<file path="src/sv/isa_pkg.sv">
// Shared types and constants of the impedance sweep accumulator.
// Used by the controller, the datapath and the top level. No dependencies.
package isa_pkg;

  localparam int POINTS     = 16;
  localparam int POINTS_W   = $clog2(POINTS + 1);
  localparam int PART_W     = 16;
  localparam int GAIN_W     = 31;
  localparam int SUM_W      = 31;
  localparam int PROD_W     = GAIN_W + POINTS_W;
  localparam int SQ_W       = 2 * PART_W;
  localparam int MAG_W      = SQ_W / 2;
  localparam int ROOT_STEPS = SQ_W / 2;
  localparam int CNT_W      = $clog2(PROD_W);
  localparam int IN_DATA_W  = 64;
  localparam int OUT_DATA_W = 32;

  localparam logic [SUM_W-1:0] SUM_MAX = {SUM_W{1'b1}};

  typedef enum logic [2:0] {
    ST_IDLE,
    ST_SQ_RE,
    ST_SQ_IM,
    ST_ROOT,
    ST_DIV_PREP,
    ST_DIV,
    ST_ACC,
    ST_EMIT
  } isa_state_e;

  typedef struct packed {
    logic load;
    logic sq_re;
    logic sq_im;
    logic root_step;
    logic div_init;
    logic div_step;
    logic acc;
    logic emit;
  } isa_cmd_t;

  typedef struct packed {
    logic cnt_zero;
    logic mag_zero;
    logic last;
    logic out_free;
  } isa_status_t;

endpackage

</file>
<file path="src/sv/isa_ctrl.sv">
// Sequencing state machine of the impedance sweep accumulator.
// Depends on isa_pkg for the state type and the command and status structs.
module isa_ctrl
  import isa_pkg::*;
(
  input  logic        clk_i,
  input  logic        rst_ni,
  input  logic        in_valid_i,
  output logic        in_ready_o,
  input  isa_status_t status_i,
  output isa_cmd_t    cmd_o
);

  isa_state_e state_q, state_d;

  always_ff @(posedge clk_i or negedge rst_ni) begin
    if (!rst_ni) begin
      state_q <= ST_IDLE;
    end else begin
      state_q <= state_d;
    end
  end

  always_comb begin
    state_d = state_q;
    case (state_q)
      ST_IDLE: begin
        if (in_valid_i) state_d = ST_SQ_RE;
      end
      ST_SQ_RE: state_d = ST_SQ_IM;
      ST_SQ_IM: state_d = ST_ROOT;
      ST_ROOT: begin
        if (status_i.cnt_zero) state_d = ST_DIV_PREP;
      end
      ST_DIV_PREP: begin
        state_d = status_i.mag_zero ? ST_ACC : ST_DIV;
      end
      ST_DIV: begin
        if (status_i.cnt_zero) state_d = ST_ACC;
      end
      ST_ACC: begin
        state_d = status_i.last ? ST_EMIT : ST_IDLE;
      end
      ST_EMIT: begin
        if (status_i.out_free) state_d = ST_IDLE;
      end
      default: state_d = ST_IDLE;
    endcase
  end

  always_comb begin
    cmd_o      = '0;
    in_ready_o = 1'b0;
    case (state_q)
      ST_IDLE: begin
        in_ready_o = 1'b1;
        cmd_o.load = in_valid_i;
      end
      ST_SQ_RE:    cmd_o.sq_re     = 1'b1;
      ST_SQ_IM:    cmd_o.sq_im     = 1'b1;
      ST_ROOT:     cmd_o.root_step = 1'b1;
      ST_DIV_PREP: cmd_o.div_init  = 1'b1;
      ST_DIV:      cmd_o.div_step  = 1'b1;
      ST_ACC:      cmd_o.acc       = 1'b1;
      ST_EMIT:     cmd_o.emit      = status_i.out_free;
      default: begin
        cmd_o      = '0;
        in_ready_o = 1'b0;
      end
    endcase
  end

endmodule

</file>
<file path="src/sv/isa_datapath.sv">
// Datapath of the impedance sweep accumulator: shared squarer, iterative
// root, restoring divider, saturating sum and output register. Uses isa_pkg.
module isa_datapath
  import isa_pkg::*;
(
  input  logic                clk_i,
  input  logic                rst_ni,
  input  isa_cmd_t            cmd_i,
  output isa_status_t         status_o,
  input  logic [PART_W-1:0]   real_part_i,
  input  logic [PART_W-1:0]   imag_part_i,
  input  logic [GAIN_W-1:0]   gain_inverse_i,
  input  logic                last_point_i,
  input  logic                out_ready_i,
  output logic                out_valid_o,
  output logic [SUM_W-1:0]    impedance_sum_o,
  output logic                saturated_o
);

  logic [PART_W-1:0] re_q, im_q;
  logic              last_q;
  logic [SQ_W-1:0]   v_q, res_q, bit_q;
  logic [PROD_W-1:0] quot_q;
  logic [MAG_W-1:0]  rem_q;
  logic [CNT_W-1:0]  cnt_q;
  logic [SUM_W-1:0]  acc_q;
  logic              ovf_q;
  logic              out_valid_q;
  logic [SUM_W-1:0]  out_sum_q;
  logic              out_sat_q;

  // One signed squarer, shared by the real and the imaginary part.
  logic signed [PART_W-1:0] sq_op;
  logic signed [SQ_W-1:0]   sq_prod;
  assign sq_op   = cmd_i.sq_re ? $signed(re_q) : $signed(im_q);
  assign sq_prod = sq_op * sq_op;

  logic [PROD_W-1:0] gain_prod;
  assign gain_prod = PROD_W'(gain_inverse_i) * PROD_W'(POINTS);

  logic [SQ_W:0] trial;
  logic          trial_ok;
  assign trial    = {1'b0, res_q} + {1'b0, bit_q};
  assign trial_ok = {1'b0, v_q} >= trial;

  logic [MAG_W-1:0] mag;
  logic [MAG_W:0]   rem_sh;
  logic             div_ok;
  assign mag    = res_q[MAG_W-1:0];
  assign rem_sh = {rem_q, quot_q[PROD_W-1]};
  assign div_ok = rem_sh >= {1'b0, mag};

  logic [PROD_W:0] sum_wide;
  assign sum_wide = (PROD_W + 1)'(acc_q) + {1'b0, quot_q};

  always_ff @(posedge clk_i) begin
    if (cmd_i.load) begin
      re_q   <= real_part_i;
      im_q   <= imag_part_i;
      last_q <= last_point_i;
      quot_q <= gain_prod;
    end
    if (cmd_i.sq_re) v_q <= SQ_W'(sq_prod);
    if (cmd_i.sq_im) begin
      v_q   <= v_q + SQ_W'(sq_prod);
      res_q <= '0;
      bit_q <= SQ_W'(1) << (SQ_W - 2);
    end
    if (cmd_i.root_step) begin
      if (trial_ok) begin
        v_q   <= v_q - trial[SQ_W-1:0];
        res_q <= (res_q >> 1) + bit_q;
      end else begin
        res_q <= res_q >> 1;
      end
      bit_q <= bit_q >> 2;
    end
    if (cmd_i.div_init) rem_q <= '0;
    if (cmd_i.div_step) begin
      if (div_ok) begin
        rem_q <= MAG_W'(rem_sh - {1'b0, mag});
      end else begin
        rem_q <= rem_sh[MAG_W-1:0];
      end
      quot_q <= {quot_q[PROD_W-2:0], div_ok};
    end
    if (cmd_i.emit) begin
      out_sum_q <= acc_q;
      out_sat_q <= ovf_q;
    end
  end

  always_ff @(posedge clk_i or negedge rst_ni) begin
    if (!rst_ni) begin
      cnt_q       <= '0;
      acc_q       <= '0;
      ovf_q       <= 1'b0;
      out_valid_q <= 1'b0;
    end else begin
      if (cmd_i.sq_im) begin
        cnt_q <= CNT_W'(ROOT_STEPS - 1);
      end else if (cmd_i.div_init) begin
        cnt_q <= CNT_W'(PROD_W - 1);
      end else if (cmd_i.root_step || cmd_i.div_step) begin
        cnt_q <= cnt_q - CNT_W'(1);
      end
      if (cmd_i.acc && (mag != '0)) begin
        if (sum_wide > (PROD_W + 1)'(SUM_MAX)) begin
          acc_q <= SUM_MAX;
          ovf_q <= 1'b1;
        end else begin
          acc_q <= sum_wide[SUM_W-1:0];
        end
      end
      if (cmd_i.emit) begin
        acc_q       <= '0;
        ovf_q       <= 1'b0;
        out_valid_q <= 1'b1;
      end else if (out_ready_i) begin
        out_valid_q <= 1'b0;
      end
    end
  end

  assign status_o.cnt_zero = (cnt_q == '0);
  assign status_o.mag_zero = (mag == '0);
  assign status_o.last     = last_q;
  assign status_o.out_free = !out_valid_q || out_ready_i;

  assign out_valid_o     = out_valid_q;
  assign impedance_sum_o = out_sum_q;
  assign saturated_o     = out_sat_q;

endmodule

</file>
<file path="src/sv/impedance_sweep_accumulator_top.sv">
// Top level of the impedance sweep accumulator.
// Instantiates isa_ctrl and isa_datapath; uses isa_pkg.

// The block takes one frequency point of an impedance sweep per item and
// accumulates floor(gain_inverse * 16 / |z|) over the sweep, where |z| is the
// floor square root of real^2 + imag^2. Points of zero magnitude add nothing.
// On the item whose tlast is set, the sum goes out as one result item, clamped
// to 2^31-1, with tuser set when clamping happened anywhere in that sweep; the
// sum and the flag then start again from zero. Items are taken one at a time.
// Per point, the controller steps from idle through the shared squarer (real
// part, then imaginary part), sixteen iterations of the two-bit-per-step
// root, a divider setup state, PROD_W iterations of the one-bit-per-step
// restoring divider and an accumulate state. A zero magnitude skips the
// divider, and the last point of a sweep also passes an emit state that loads
// the output register, waiting there while a previous result is still held.
// A waiting result does not stop the next items of a sweep from being
// accepted.
module impedance_sweep_accumulator_top
  import isa_pkg::*;
(
  input  logic                  clk_i,
  input  logic                  rst_ni,
  // Input item, tdata from bit 0 up: real_part[15:0], imag_part[15:0],
  // gain_inverse[30:0], one zero pad bit.
  input  logic                  s_axis_tvalid_i,
  output logic                  s_axis_tready_o,
  input  logic [IN_DATA_W-1:0]  s_axis_tdata_i,
  // Marks the last point of a sweep (last_point).
  input  logic                  s_axis_tlast_i,
  // Result item, tdata from bit 0 up: impedance_sum[30:0], one zero pad bit.
  output logic                  m_axis_tvalid_o,
  input  logic                  m_axis_tready_i,
  output logic [OUT_DATA_W-1:0] m_axis_tdata_o,
  // tuser: saturated, set when the sum was clamped.
  output logic                  m_axis_tuser_o
);

  isa_cmd_t         cmd;
  isa_status_t      status;
  logic [SUM_W-1:0] impedance_sum;

  isa_ctrl u_ctrl (
    .clk_i      (clk_i),
    .rst_ni     (rst_ni),
    .in_valid_i (s_axis_tvalid_i),
    .in_ready_o (s_axis_tready_o),
    .status_i   (status),
    .cmd_o      (cmd)
  );

  isa_datapath u_datapath (
    .clk_i           (clk_i),
    .rst_ni          (rst_ni),
    .cmd_i           (cmd),
    .status_o        (status),
    .real_part_i     (s_axis_tdata_i[PART_W-1:0]),
    .imag_part_i     (s_axis_tdata_i[2*PART_W-1:PART_W]),
    .gain_inverse_i  (s_axis_tdata_i[2*PART_W+GAIN_W-1:2*PART_W]),
    .last_point_i    (s_axis_tlast_i),
    .out_ready_i     (m_axis_tready_i),
    .out_valid_o     (m_axis_tvalid_o),
    .impedance_sum_o (impedance_sum),
    .saturated_o     (m_axis_tuser_o)
  );

  // The sum sits in the low bits; the pad bit above it is zero.
  assign m_axis_tdata_o = OUT_DATA_W'(impedance_sum);

endmodule

</file>
<file path="config.mk">
export PLATFORM = sky130hd
export DESIGN_NAME = impedance_sweep_accumulator_top
export DESIGN_NICKNAME = d
export VERILOG_FILES = /design/src/sv/isa_pkg.sv /design/src/sv/isa_ctrl.sv /design/src/sv/isa_datapath.sv /design/src/sv/impedance_sweep_accumulator_top.sv
export SDC_FILE = /design/constraint.sdc
export NUM_CORES = 1
export LEC_CHECK = 0
export BUFFER_PORTS_ARGS = -buffer_cell sky130_fd_sc_hd__buf_2
export CAP_MARGIN = 20
export CELL_PAD_IN_SITES_DETAIL_PLACEMENT = 1
export CELL_PAD_IN_SITES_GLOBAL_PLACEMENT = 1
export CORE_MARGIN = 1.5
export CORE_UTILIZATION = 54
export CTS_CLUSTER_SIZE = 20
export DETAILED_ROUTE_END_ITERATION = 12
export MAX_ROUTING_LAYER = met4
export PLACE_DENSITY_LB_ADDON = 0.12
export SLEW_MARGIN = 20
export SYNTH_ARGS = -nofsm -noshare
export SYNTH_HDL_FRONTEND = slang
export SYNTH_SLANG_ARGS = --single-unit
</file>
<file path="constraint.sdc">
create_clock -name clk_i -period 23.5 [get_ports clk_i]
set_input_delay 3.525 -clock clk_i [delete_from_list [all_inputs] [get_ports clk_i]]
set_output_delay 3.525 -clock clk_i [all_outputs]
set_load 0.005 [all_outputs]
</file>
## After elaboration in Yosys (flattened, before gate mapping)

Index checks and enable logic that the tools add are counted.

- Register bits: 239
- Bits in latches: 0
- Bits in writable memories: 0
- Memory bits (read-only): 0
- Output and inout port bits: 35
- Word-level logic and storage cells: 97
- Memories: 0

- $add $sub $neg: 7
- Multiply operators: 1
- Divide/modulo/power cells: 0
- Magnitude comparators: 3
- Equality and inequality tests: 11
- Shift operators: 0
- Multiplexer cells: 42
- Bitwise logic cells: 0
- Reductions and logical operators: 17

Operators with widths:

| kind | number |
|---|---|
| two-way mux 32 bit | 7 |
| two-way mux 31 bit | 3 |
| two-way mux 36 bit | 2 |
| two-way mux 16 bit | 4 |
| two-way mux 29 bit | 2 |
| adder 31 x 36 -> 37 bit | 1 |
| > comparator 37 x 31 -> 1 bit (second input constant) | 1 |
| adder 32 x 31 -> 33 bit | 1 |
| >= comparator 32 x 33 -> 1 bit | 1 |
| adder 31 x 31 -> 32 bit | 1 |
| adder 32 bit | 1 |
| multiplier 16 x 16 -> 32 bit | 1 |
| subtractor 32 bit | 1 |
| case mux 3 bit (8 select lines) | 1 |
| two-way mux 6 bit | 3 |
| >= comparator 17 x 16 -> 1 bit | 1 |
| logical NOT 16 bit | 1 |
| nonzero test 16 bit | 1 |
| subtractor 16 bit | 1 |
| two-way mux 3 bit | 5 |
| two-way mux 1 bit | 14 |
| == test 3 bit (second input constant) | 4 |
| nonzero test 2 bit | 6 |
| == test 3 x 2 -> 1 bit (second input constant) | 2 |
| 13 further kinds | 16 |

## Longest topological paths before layout

Gate-level depths: netlist of the first run.

- Word-level depth: 8
- Depth in mapped cells: 42
- Gate-level depth less buffers: 38

## Cells and area by module

A second synthesis of the first run with hierarchy kept.

- Cell total of the unflattened synthesis: 2688
- Area total of the unflattened synthesis: 25588.3 sq um

Modules (own cells, without submodules):

| module | times used | cells an instance | area each (sq um) | sequential area each (sq um) |
|---|---|---|---|---|
| isa_datapath | 1 | 2654 | 25318.0 | 6561.3 |
| isa_ctrl | 1 | 32 | 259.0 | 75.1 |
| impedance_sweep_accumulator_top | 1 | 2 | 11.3 | 0.0 |

## Least setup slack after synthesis of the first run

OpenSTA, ideal clock, no wires.

- Path type: register to register
- From: reg u_ctrl.state_q[1]
- To: reg u_datapath.v_q[30]
- Setup time: 0.081 ns
- Data arrival time: 8.688 ns
- Required time: 23.419 ns
- Slack: 14.732 ns
- Stages on the path, launching flop included: 38
- Clock period less this slack: 8.768 ns
- Cell sequence: dfrtp_1 clkbuf_1 nor2_1 nand2_1 buf_1 clkbuf_1 nand2_1 nand2_1 clkbuf_1 nand2_1 fa_1 fa_1 fa_1 inv_1 fa_1 fa_1 inv_1 fa_1 [... 2 more ...] a21o_1 a21oi_1 nand4_1 a31oi_1 nor2b_1 o21ai_0 nand2_1 xor2_1 ha_1 clkbuf_1 a21oi_1 o21ai_0 a221oi_1 o21ai_0 a221o_1 nand4_1 mux2_2 a41oi_1

- Longest elaborated chain between the ends: 8

Ends and longest elaborated chain:

| element | line | source |
|---|---|---|
| start: declaration | isa_ctrl.sv:14 | `isa_state_e state_q, state_d;` |
| start signal: assignment | isa_ctrl.sv:20 | `state_q <= state_d;` |
| == test 3 x 1 -> 1 bit | isa_ctrl.sv:54 | `case (state_q)` |
| two-way mux 1 bit | isa_ctrl.sv:54 |  |
| two-way mux 16 bit | isa_datapath.sv:35 | `assign sq_op = cmd_i.sq_re ? $signed(re_q) : $signed(im_q);` |
| multiplier 16 x 16 -> 32 bit | isa_datapath.sv:36 | `assign sq_prod = sq_op * sq_op;` |
| adder 32 bit or two-way mux 32 bit (tied branches) | isa_datapath.sv:65, isa_datapath.sv:63 |  |
| two-way mux 32 bit | isa_datapath.sv:64 | `if (cmd_i.sq_im) begin` |
| two-way mux 32 bit | isa_datapath.sv:70 | `if (trial_ok) begin` |
| two-way mux 32 bit * | isa_datapath.sv:69 | `if (cmd_i.root_step) begin` |
| end signal: assignment | isa_datapath.sv:63 | `if (cmd_i.sq_re) v_q <= SQ_W'(sq_prod);` |
| end signal: assignment | isa_datapath.sv:65 | `v_q <= v_q + SQ_W'(sq_prod);` |
| end signal: assignment | isa_datapath.sv:71 | `v_q <= v_q - trial[SQ_W-1:0];` |
| end: declaration | isa_datapath.sv:22 | `logic [SQ_W-1:0] v_q, res_q, bit_q;` |

Every way passes the cells marked *; elsewhere a longest branch is shown, timed or not.
A chain may end at the register's enable or synchronous reset.

## Worst setup path after layout of the first run

- From: reg u_ctrl.state_q[1]
- To: reg u_datapath.v_q[31]

Same word-level chain as after synthesis.

==> metrics, run 1 <==
status finished with violations; failing checks design-rule violations; initial antenna violation count 0; Hold Path Class flop to flop; first-pass GRT wire length ~120 mm; Final Hold Vio Count 0; setup slack, reg-to-reg roughly 13000 ps; Root Buffer clkbuf_16; hpwl dp 55.9 mm; Fillers ~5400; Slew headroom 29.3%; CTS tree built; number of cells on the worst reg-to-reg path 38; Post-synth EDFFs approximately 160; postcts setup bufs 0; YS warnings 0; GRT Overall Usage 30.9%; multi-input logic area approximately 0.017 mm²; CP endpoint kind flop; Synth Net Count around 3300; P&R area growth vs syn 8.43%; Fin Clk Skew roughly 37 ps; max cap viols 0; Pins Over Slew Limit 0; n_diodes 0; crit path from u_ctrl.state_q[1]$_DFFE_PN0P_; crit path DAT approximately 11000 ps; DRC Markers 7; number of global-route vias before repair 22700; asr flop ratio synth between 10% and 20%; Crit-path slowest cell dfrtp_1; Least-Margin Pin Slew around 1000 ps; top_reg_cell synth edfxtp_1; Syn Inst Count between 2000 and 3000; fin crit period around 11000 ps; FMAX between 90 and 100 MHz; CP peak stage delay about 650 ps; commonest non-fill, non-tap cell in the layout inv_1; Distinct cells, synth 86; Avg WL per Cell between 20 and 25 µm; TritonCTS Sinks roughly 240; H-tree depth 1; Mapped Area about 0.026 mm²; Net count, final 3377; cell row count just under 80; RSZ-0062 raised after global routing false; worst-skew pair later-pin latency slightly above 600 ps; Num CTS Buffers 30; WP depth 38; Startpoint Class flop; PortBufs ~100; Routed WL between 70 and 80 mm; share of cells above drive strength 1 ~8.4%; register bit count reported by yosys 239; Finish-stage setup viols 0; Pre-antenna DRT Iters 9; capture point of the worst reg-to-reg path u_datapath.v_q[31]$_DFF_P_; die area 0.0488 mm²; initial drt markers ~1100; Via Count about 20000; Setup Crit Path Kind flop to flop; Worst Path Max Fanout 42; mean post-synth cell area between 9 and 10 µm²; # hold bufs at CTS 0; Seq/Total Area, Yosys about a quarter; largest net degree at the start of global routing 65; Reg clk slew, reported paths ~60 ps; Vias/cell approximately 5.9; sequential cell area 0.00664 mm²; Final TNS setup 0 ps; period utilisation layout between 40% and 50%; Final GP Congestion ~0.93; I/O pin total around 100; core area ~0.047 mm²; R2R Path Start u_ctrl.state_q[1]$_DFFE_PN0P_; Critical Path RT 23970 ps; initial core utilization 54.9%; DIE HEIGHT roughly 220 µm; Die Span X 221 µm; grt ovf 0; crit-path most repeated cell inv_1; Post-CTS Resized 0; post-route ant nets 0; number of buffers and inverters on the critical path 8; Clock Path Buffers 3; Setup crit end u_datapath.v_q[31]$_DFF_P_; most frequent cells in the layout inv_1 (388), fa_1 (240), nand2_1 (233), ha_1 (233), nor2_1 (224); CP delay by family, top adder cells
==> final cells by class <==
cell class / instances / share of cell area [%]
Clock inverter: 14 / 0.715
Tap cell: 607 / 2.73
Inverter: 393 / 5.31
Sequential cell: 239 / 23.9
Timing Repair Buffer: 126 / 2.53
Multi-Input combinational cell: 2045 / 61.9
Clock buffer: 42 / 2.97
==> routing by layer <==
layer | wire length [µm] | global-route usage (%)
met5 | 0 | -
met4 | 2670 | 10.7
met3 | 2370 | 3.45
met2 | 36400 | 53.8
met1 | 30100 | 37.4
==> through the flow <==
stage / std cells / area (µm²) / util, % / setup WS, ps / hold slack [ps]
2_1_floorplan: 2765 / 25600 / - / 14730 / 425
3_3_place_gp: 3409 / 26800 / 57.2 / 13180 / 438
3_5_place_dp: 3409 / 26800 / 57.2 / 12900 / 453
4_1_cts: 3465 / 27800 / 59.4 / 12850 / 463
5_1_grt: 3466 / 27800 / 59.5 / 11990 / 482
6_report: 3466 / 27800 / 59.5 / 12730 / 459
==> synth_stat cells (all sizes together) (4+ instances only) <==
library cell / n / area share, %
inv: 390 / 5.7
fa: 240 / 19
nand2: 235 / 3.4
ha: 233 / 11
nor2: 226 / 3.3
a21oi: 195 / 3.8
edfxtp: 164 / 19
o21ai: 109 / 2.1
xnor2: 103 / 3.5
clkbuf: 73 / 1.1
xor2: 73 / 2.5
a31oi: 60 / 1.5
a21o: 57 / 1.7
nand3: 48 / 0.96
dfrtp: 42 / 4.1
mux2: 34 / 1.5
dfxtp: 33 / 2.6
a211oi: 29 / 0.85
and3: 29 / 0.71
nor3: 29 / 0.63
mux2i: 28 / 1.1
nor2b: 28 / 0.68
o21bai: 27 / 0.83
nand2b: 26 / 0.63
o21a: 21 / 0.61
nand4: 20 / 0.49
and2: 19 / 0.46
a221oi: 18 / 0.61
buf: 15 / 0.34
o211ai: 15 / 0.44
a22oi: 14 / 0.43
nor4: 12 / 0.32
or3: 12 / 0.29
a31o: 11 / 0.38
o31ai: 10 / 0.29
nand3b: 8 / 0.23
o22ai: 8 / 0.20
or2: 7 / 0.17
a211o: 6 / 0.20
a21boi: 6 / 0.18
and4: 4 / 0.14
nor3b: 4 / 0.12
o31a: 4 / 0.14
==> registers in the layout, indices dropped and copies added, names as in the netlist, 6 cells and up <==
signal,flops
u_datapath.res_q,32
u_datapath.acc_q,31
u_datapath.rem_q,16
u_datapath.re_q,16
u_datapath.cnt_q,6
u_datapath.quot_q,36
u_datapath.v_q,32
u_datapath.im_q,16
u_datapath.impedance_sum_o,31
u_datapath.bit_q,16
==> cells by family (layout without fill, tap and decap cells) <==
logic type      Yosys count  after routing  share of synthesized area, %
buf+inv                 481            575                          7.16
mux                      62             62                          2.59
xor+xnor                176            176                          6.01
simple gates            714            714                          12.8
compound gates          619            619                          15.4
other cells               1              1                        0.0146
fa+ha+maj               473            473                          30.1
flops                   239            239                          25.9
==> how the worst min path moves through the flow <==
stage / startpoint / end / slack [ps] / cells after the start
2_1_floorplan: u_datapath.ovf_q$_DFFE_PN0P_ / u_datapath.saturated_o$_DFFE_PP_ / 420 / 0
3_3_place_gp: u_datapath.ovf_q$_DFFE_PN0P_ / u_datapath.saturated_o$_DFFE_PP_ / 440 / 0
3_5_place_dp: u_datapath.ovf_q$_DFFE_PN0P_ / u_datapath.saturated_o$_DFFE_PP_ / 450 / 0
4_1_cts: u_datapath.ovf_q$_DFFE_PN0P_ / u_datapath.saturated_o$_DFFE_PP_ / 460 / 0
5_1_grt: u_datapath.ovf_q$_DFFE_PN0P_ / u_datapath.saturated_o$_DFFE_PP_ / 480 / 0
6_report: u_datapath.ovf_q$_DFFE_PN0P_ / u_datapath.saturated_o$_DFFE_PP_ / 460 / 0
Power of run 1 is not shown: default switching activity piles up to over one toggle a cycle in this logic, so the estimate is an artifact.
==> run 2: changes to the inputs <==
--- a/config.mk
+++ b/config.mk
@@ -10,7 +10,7 @@
 export CELL_PAD_IN_SITES_DETAIL_PLACEMENT = 1
 export CELL_PAD_IN_SITES_GLOBAL_PLACEMENT = 1
 export CORE_MARGIN = 1.5
-export CORE_UTILIZATION = 54
+export CORE_UTILIZATION = 45
 export CTS_CLUSTER_SIZE = 20
 export DETAILED_ROUTE_END_ITERATION = 12
 export MAX_ROUTING_LAYER = met4
==> constraint.sdc (replaced) <==
create_clock -name clk_i -period 8.9 [get_ports clk_i]
set_input_delay 1.335 -clock clk_i [delete_from_list [all_inputs] [get_ports clk_i]]
set_output_delay 1.335 -clock clk_i [all_outputs]
set_load 0.005 [all_outputs]
==> run 2 against run 1 <==
Against the previous run:
- the run now ends clean
- highest routed layer unchanged
- register-to-register slack worse by 12000 ps
- first-iteration DRC count down 19%
- hold slack better by 8.4 ps
- via count up 0.30%
- largest cell class unchanged
- flip-flop and latch count unchanged
==> metrics, run 2 (same netlist as run 1, synthesis figures left out) <==
status finished, final reports clean; Fillers 6532 (+22%); post-route ant nets 0 (unchanged); initial drt markers 902 (-19%); Finish-stage setup viols 0 (unchanged); initial core utilization 45.5% (-9.4 points); Vias/cell 5.46 (-6.9%); Setup Crit Path Kind flop to flop; max cap viols 0 (unchanged); first-pass GRT wire length 118 mm (-0.35%); Root Buffer clkbuf_16; commonest non-fill, non-tap cell in the layout inv_1; fin crit period 8580 ps (-2190 ps); I/O pin total 104 (unchanged); cell row count 87 (+10%); Slew headroom 47.3% (+18 points); grt ovf 0 (unchanged); Final GP Congestion 0.907 (-2.1%); CP endpoint kind flop; crit path from u_ctrl.state_q[2]$_DFFE_PN0P_; Net count, final 3493 (+3.4%); Final Hold Vio Count 0 (unchanged); Routed WL 71.4 mm (-0.26%); R2R Path Start u_ctrl.state_q[2]$_DFFE_PN0P_; most frequent cells in the layout inv_1 (385), fa_1 (239), ha_1 (230); Least-Margin Pin Slew 791 ps (-241 ps); TritonCTS Sinks 239 (unchanged); H-tree depth 1 (unchanged); Num CTS Buffers 31 (+3.3%); initial antenna violation count 2 (+2); Via Count 20400 (+0.30%); Pins Over Slew Limit 0 (unchanged); RSZ-0062 raised after global routing true; Hold Path Class flop to flop; Crit-path slowest cell fa_1; worst-skew pair later-pin latency 620 ps (about the same); CTS tree built; Startpoint Class flop; Avg WL per Cell 19.1 µm (-7.4%); GRT Overall Usage 25.5% (-5.5 points); most flop-heavy register u_datapath.quot_q; die area 0.0584 mm² (+20%); period utilisation layout 96.4% (+51 points); share of cells above drive strength 1 13.9% (+5.5 points); Die Span X 242 µm (+9.4%); number of buffers and inverters on the critical path 7 (-1); Clock Path Buffers 3 (unchanged); crit-path most repeated cell fa_1; hpwl dp 57.4 mm (+2.7%); dpl cell area 0.0278 mm² (+4.0%); Reg clk slew, reported paths 60 ps (about the same); leading registers by flop count u_datapath.quot_q: 36 flops, u_datapath.res_q: 32 flops, u_datapath.v_q: 32 flops; P&R area growth vs syn 14.4%; Worst Path Max Fanout 18 (-57%); final instance area 0.0293 mm² (+5.5%); PortBufs 101 (unchanged); number of global-route vias before repair 22600 (-0.46%); min-delay src u_datapath.ovf_q$_DFFE_PN0P_; largest net degree at the start of global routing 65 (unchanged); DIE HEIGHT 242 µm (+9.4%); max reg flops 36 (unchanged); CP peak stage delay 560 ps (-90 ps); Pre-antenna DRT Iters 5 (-4); CP delay by family, top adder cells; DRC Markers 0 (-7); crit path DAT 9050 ps (-2190 ps); FMAX 117 MHz (+26%); Fin Clk Skew 15.1 ps (-22.3 ps); core area 0.0564 mm² (+21%); Critical Path RT 9370 ps (-14600 ps)
## run 2: changes by cell type in the layout (fill, tap and decap cells not counted), sizes merged
cell      delta
buf        +115
bufinv       +5
clkbuf      -10
clkinv       +2
clkinvlp     +1
diode        +2
inv          +4
## run 2: repair_timing
item / CTS / global route
pin swaps: 1 / 12
resized for setup: 10 / 58
endpoints found under the hold margin: 0 / 0
setup buffers: 0 / 6
hold buffers: 0 / 0
endpoints found under the setup margin: 7 / 11
cloned: 0 / 0
## run 2: worst paths after layout
kind                                               endpoint  slack, ps  cells past startpoint
setup reg to reg                 u_datapath.v_q[31]$_DFF_P_        320                     34
max in group asynchronous  u_datapath.acc_q[10]$_DFFE_PN0P_       7750                      1
min in group asynchronous  u_datapath.acc_q[26]$_DFFE_PN0P_        720                      1
setup / recovery                 u_datapath.v_q[31]$_DFF_P_        320                     34
hold / removal             u_datapath.saturated_o$_DFFE_PP_        470                      0
hold reg to reg            u_datapath.saturated_o$_DFFE_PP_        470                      0
## run 2: worst reg2reg max path, delay by kind of cell, from the launching register on
kind                     cells  cell delay [ps]
AND/OR/NAND/NOR              7             1500
XOR/XNOR                     1              120
AO/OA/AOI/OAI               10             1540
buffers and inverters        7              820
multiplexers                 1              230
flip-flops                   1              390
adder cells (fa/ha/maj)      8             3820
## run 2: cell type report
class                   count  area (µm²)  share of cell area [%]
diodes                      2        5.00                  0.0171
clock buffers              32         779                    2.66
clock inverters            26         394                    1.34
inverters                 393        1480                    5.04
multi-input cells        2045       17500                    59.5
flip-flops and latches    239        6640                    22.6
well taps                 756         946                    3.22
repair buffers            241        1630                    5.56
## run 2: routing by layer
metal  vias to the layer above  GRT usage (%)  wire [µm]
li1                       9845              -          -
met1                     10200           32.1      31900
met2                       248           43.7      35700
met3                        99           2.18       1720
met4                         0           7.37       2040
met5                         -              -          0
## run 2: per-stage QoR
step           std cells  TNS [ps]  utilization (%)  setup slack, ps  hold WS (ps)
2_1_floorplan       2765         0                -              132           425
3_5_place_dp        3667      -233             49.3             -153           457
6_report            3734         0             52.0              323           467
3_3_place_gp        3666         0             49.3             67.2           437
5_1_grt             3734      -207             52.0            -86.4           486
4_1_cts             3725         0             51.5             4.03           473
Power of run 2 is left out for the same reason.
==> run 3: changes to the inputs <==
--- a/config.mk
+++ b/config.mk
@@ -6,14 +6,13 @@
 export NUM_CORES = 1
 export LEC_CHECK = 0
 export BUFFER_PORTS_ARGS = -buffer_cell sky130_fd_sc_hd__buf_2
-export CAP_MARGIN = 20
+export CAP_MARGIN = 0
 export CELL_PAD_IN_SITES_DETAIL_PLACEMENT = 1
 export CELL_PAD_IN_SITES_GLOBAL_PLACEMENT = 1
 export CORE_MARGIN = 1.5
 export CORE_UTILIZATION = 45
 export CTS_CLUSTER_SIZE = 20
 export DETAILED_ROUTE_END_ITERATION = 12
-export MAX_ROUTING_LAYER = met4
 export PLACE_DENSITY_LB_ADDON = 0.12
 export SLEW_MARGIN = 20
 export SYNTH_ARGS = -nofsm -noshare
==> constraint.sdc (replaced) <==
create_clock -name clk_i -period 8.9 [get_ports clk_i]
set_input_delay 1.335 -clock clk_i [delete_from_list [all_inputs] [get_ports clk_i]]
set_output_delay 1.335 -clock clk_i [all_outputs]
set_load 0.05 [all_outputs]
==> run 3 against run 2 <==
Against the previous run:
- clock skew grew 11 ps
- global-route usage decreased by 0.48 points
- largest cell class unchanged
- cell area about the same
- hold slack improved by 13 ps
- critical path type unchanged
- setup slack got worse by 74 ps
==> metrics, run 3 (same netlist as run 1, synthesis figures left out) <==
Least-Margin Pin Slew 830 ps (+39.7 ps); leading registers by flop count u_datapath.quot_q: 36 flops, u_datapath.res_q: 32 flops, u_datapath.v_q: 32 flops; Routed WL 72.4 mm (+1.4%); Inst Count DP 3660 (-0.19%); TritonCTS Sinks 239 (unchanged); commonest non-fill, non-tap cell in the layout inv_1; H-tree depth 1 (unchanged); DIE HEIGHT 242 µm (unchanged); DRC Markers 0 (unchanged); # hold bufs at CTS 0 (unchanged); met1 Resource Use GR 32.4% (+0.29 points); Slew headroom 44.6% (-2.6 points); worst-skew pair later-pin latency 620 ps (about the same); Num CTS Buffers 31 (unchanged); Fin Clk Skew 25.6 ps (+10.5 ps); number of buffers and inverters on the critical path 9 (+2); Finish-stage setup viols 0 (unchanged); final instance area 0.0294 mm² (about the same); sequential cell area 0.00664 mm² (about the same); Final Hold Vio Count 0 (unchanged); CP endpoint kind flop; I/O pin total 104 (unchanged); post-route ant nets 0 (unchanged); grt ovf 0 (unchanged); Clock Path Buffers 3 (unchanged); Pre-antenna DRT Iters 5 (unchanged); Cell Count, Final, Fillers Out 3743 (+0.24%); most frequent cells in the layout inv_1 (384), fa_1 (238), ha_1 (228); number of global-route vias before repair 22900 (+1.4%); RSZ-0062 raised after global routing true; Final TNS setup 0 ps (unchanged); GRT Overall Usage 25.0% (-0.48 points); PortBufs 101 (unchanged); die area 0.0584 mm² (unchanged); Die Span X 242 µm (unchanged); status finished, final reports clean; Reg clk slew, reported paths 70 ps (about the same); CP peak stage delay 560 ps (about the same); grt met2 use 43.8% (+0.085 points); Final GP Congestion 0.900 (-0.82%); max reg flops 36 (unchanged); core area 0.0564 mm² (unchanged); Root Buffer clkbuf_16; Setup WS post-layout 249 ps (-74.1 ps); hpwl dp 57.2 mm (-0.20%); first-pass GRT wire length 120 mm (+1.5%); Pins Over Slew Limit 0 (unchanged); Via Count 20600 (+0.95%); P&R area growth vs syn 14.5% (about the same); Startpoint Class flop; share of cells above drive strength 1 14.6% (+0.66 points); cell row count 87 (unchanged); period utilisation layout 97.2% (+0.83 points); Worst Path Max Fanout 18 (unchanged); initial antenna violation count 1 (-1); crit-path most repeated cell fa_1; dpl cell area 0.0278 mm² (-0.23%); gr busiest metal met2; Fillers 6508 (-0.37%); Avg WL per Cell 19.3 µm (+1.1%); FMAX 116 MHz (-0.86%); Setup Crit Path Kind flop to flop; M3 GR Usage 2.41% (+0.23 points); Net count, final 3503 (+0.29%); Critical Path RT 9360 ps (about the same); fin crit period 8650 ps (+74.1 ps); largest net degree at the start of global routing 65 (unchanged); CTS tree built; initial core utilization 45.5% (unchanged); most flop-heavy register u_datapath.quot_q; max cap viols 0 (unchanged); Hold Path Class flop to flop; CP delay by family, top adder cells; Crit-path slowest cell fa_1; multi-input logic area 0.0176 mm² (+0.67%); initial drt markers 853 (-5.4%); crit path DAT 9110 ps (+60 ps); Vias/cell 5.50 (+0.70%); pre-CTS setup slack -56.9 ps (+96.2 ps)
## run 3: cell count changes in the layout (fill, tap and decap cells not counted), moves of 3 or more
cell / previous run / this run
bufinv_16: 9 / 1
buf_4: 134 / 141
clkbuf_1: 1 / 7
clkbuf_8: 0 / 5
clkinv_2: 10 / 5
clkinv_1: 3 / 7
ha_2: 0 / 3
inv_6: 3 / 0
xnor2_1: 101 / 98
xnor2_2: 2 / 5
## run 3: final timing paths
kind                                                     from                          endpoint  slack, ps  cells after the start
min in group asynchronous                              rst_ni   u_datapath.acc_q[5]$_DFFE_PN0P_        750                      1
worst min register to register   u_datapath.ovf_q$_DFFE_PN0P_  u_datapath.saturated_o$_DFFE_PP_        480                      0
worst max register to register  u_ctrl.state_q[1]$_DFFE_PN0P_        u_datapath.v_q[31]$_DFF_P_        250                     36
worst max-delay path            u_ctrl.state_q[1]$_DFFE_PN0P_        u_datapath.v_q[31]$_DFF_P_        250                     36
worst min-delay path             u_datapath.ovf_q$_DFFE_PN0P_  u_datapath.saturated_o$_DFFE_PP_        480                      0
max in group asynchronous                              rst_ni     u_ctrl.state_q[0]$_DFFE_PN0P_       7680                      1
## run 3: worst reg2reg max path: cells and delay by family (launching register included)
family,cells,cell delay [ps]
adders and majority gates,8,3610
AOI/OAI and AO/OA,10,1570
and+or+nand+nor,7,1420
buffers and inverters,9,1130
DFF,1,410
muxes,1,230
xor gates and xnor gates,1,100
## run 3: layout make-up
class,count,share of cell area [%]
inverter,393,5.05
antenna,1,0.00852
clock buffer,43,2.97
sequential,239,22.6
timing repair buffer,250,5.82
multi-input combinational,2046,59.9
clock inverter,15,0.422
tap,756,3.22
## run 3: what timing repair did
action,in CTS,in global routing
pin swaps,1,31
gates cloned,0,1
buffers inserted,0,22
endpoints found under the setup margin,6,12
gates resized for setup,8,88
## run 3: metal layers
metal	share of wire [%]	wire length (µm)	vias to the layer above
li1	-	-	9856
met1	45	32200	10300
met2	49	35800	297
met3	2.8	2060	112
met4	3.2	2310	0
met5	0	0	-
## run 3: through the flow
step                      hold WS [ps]  utilization, %
after global placement             436            49.2
after global routing               483            52.1
after detailed placement           454            49.2
final                              480            52.1
after CTS                          467            51.1
after floorplan                    425               -
Power of run 3 is left out for the same reason.
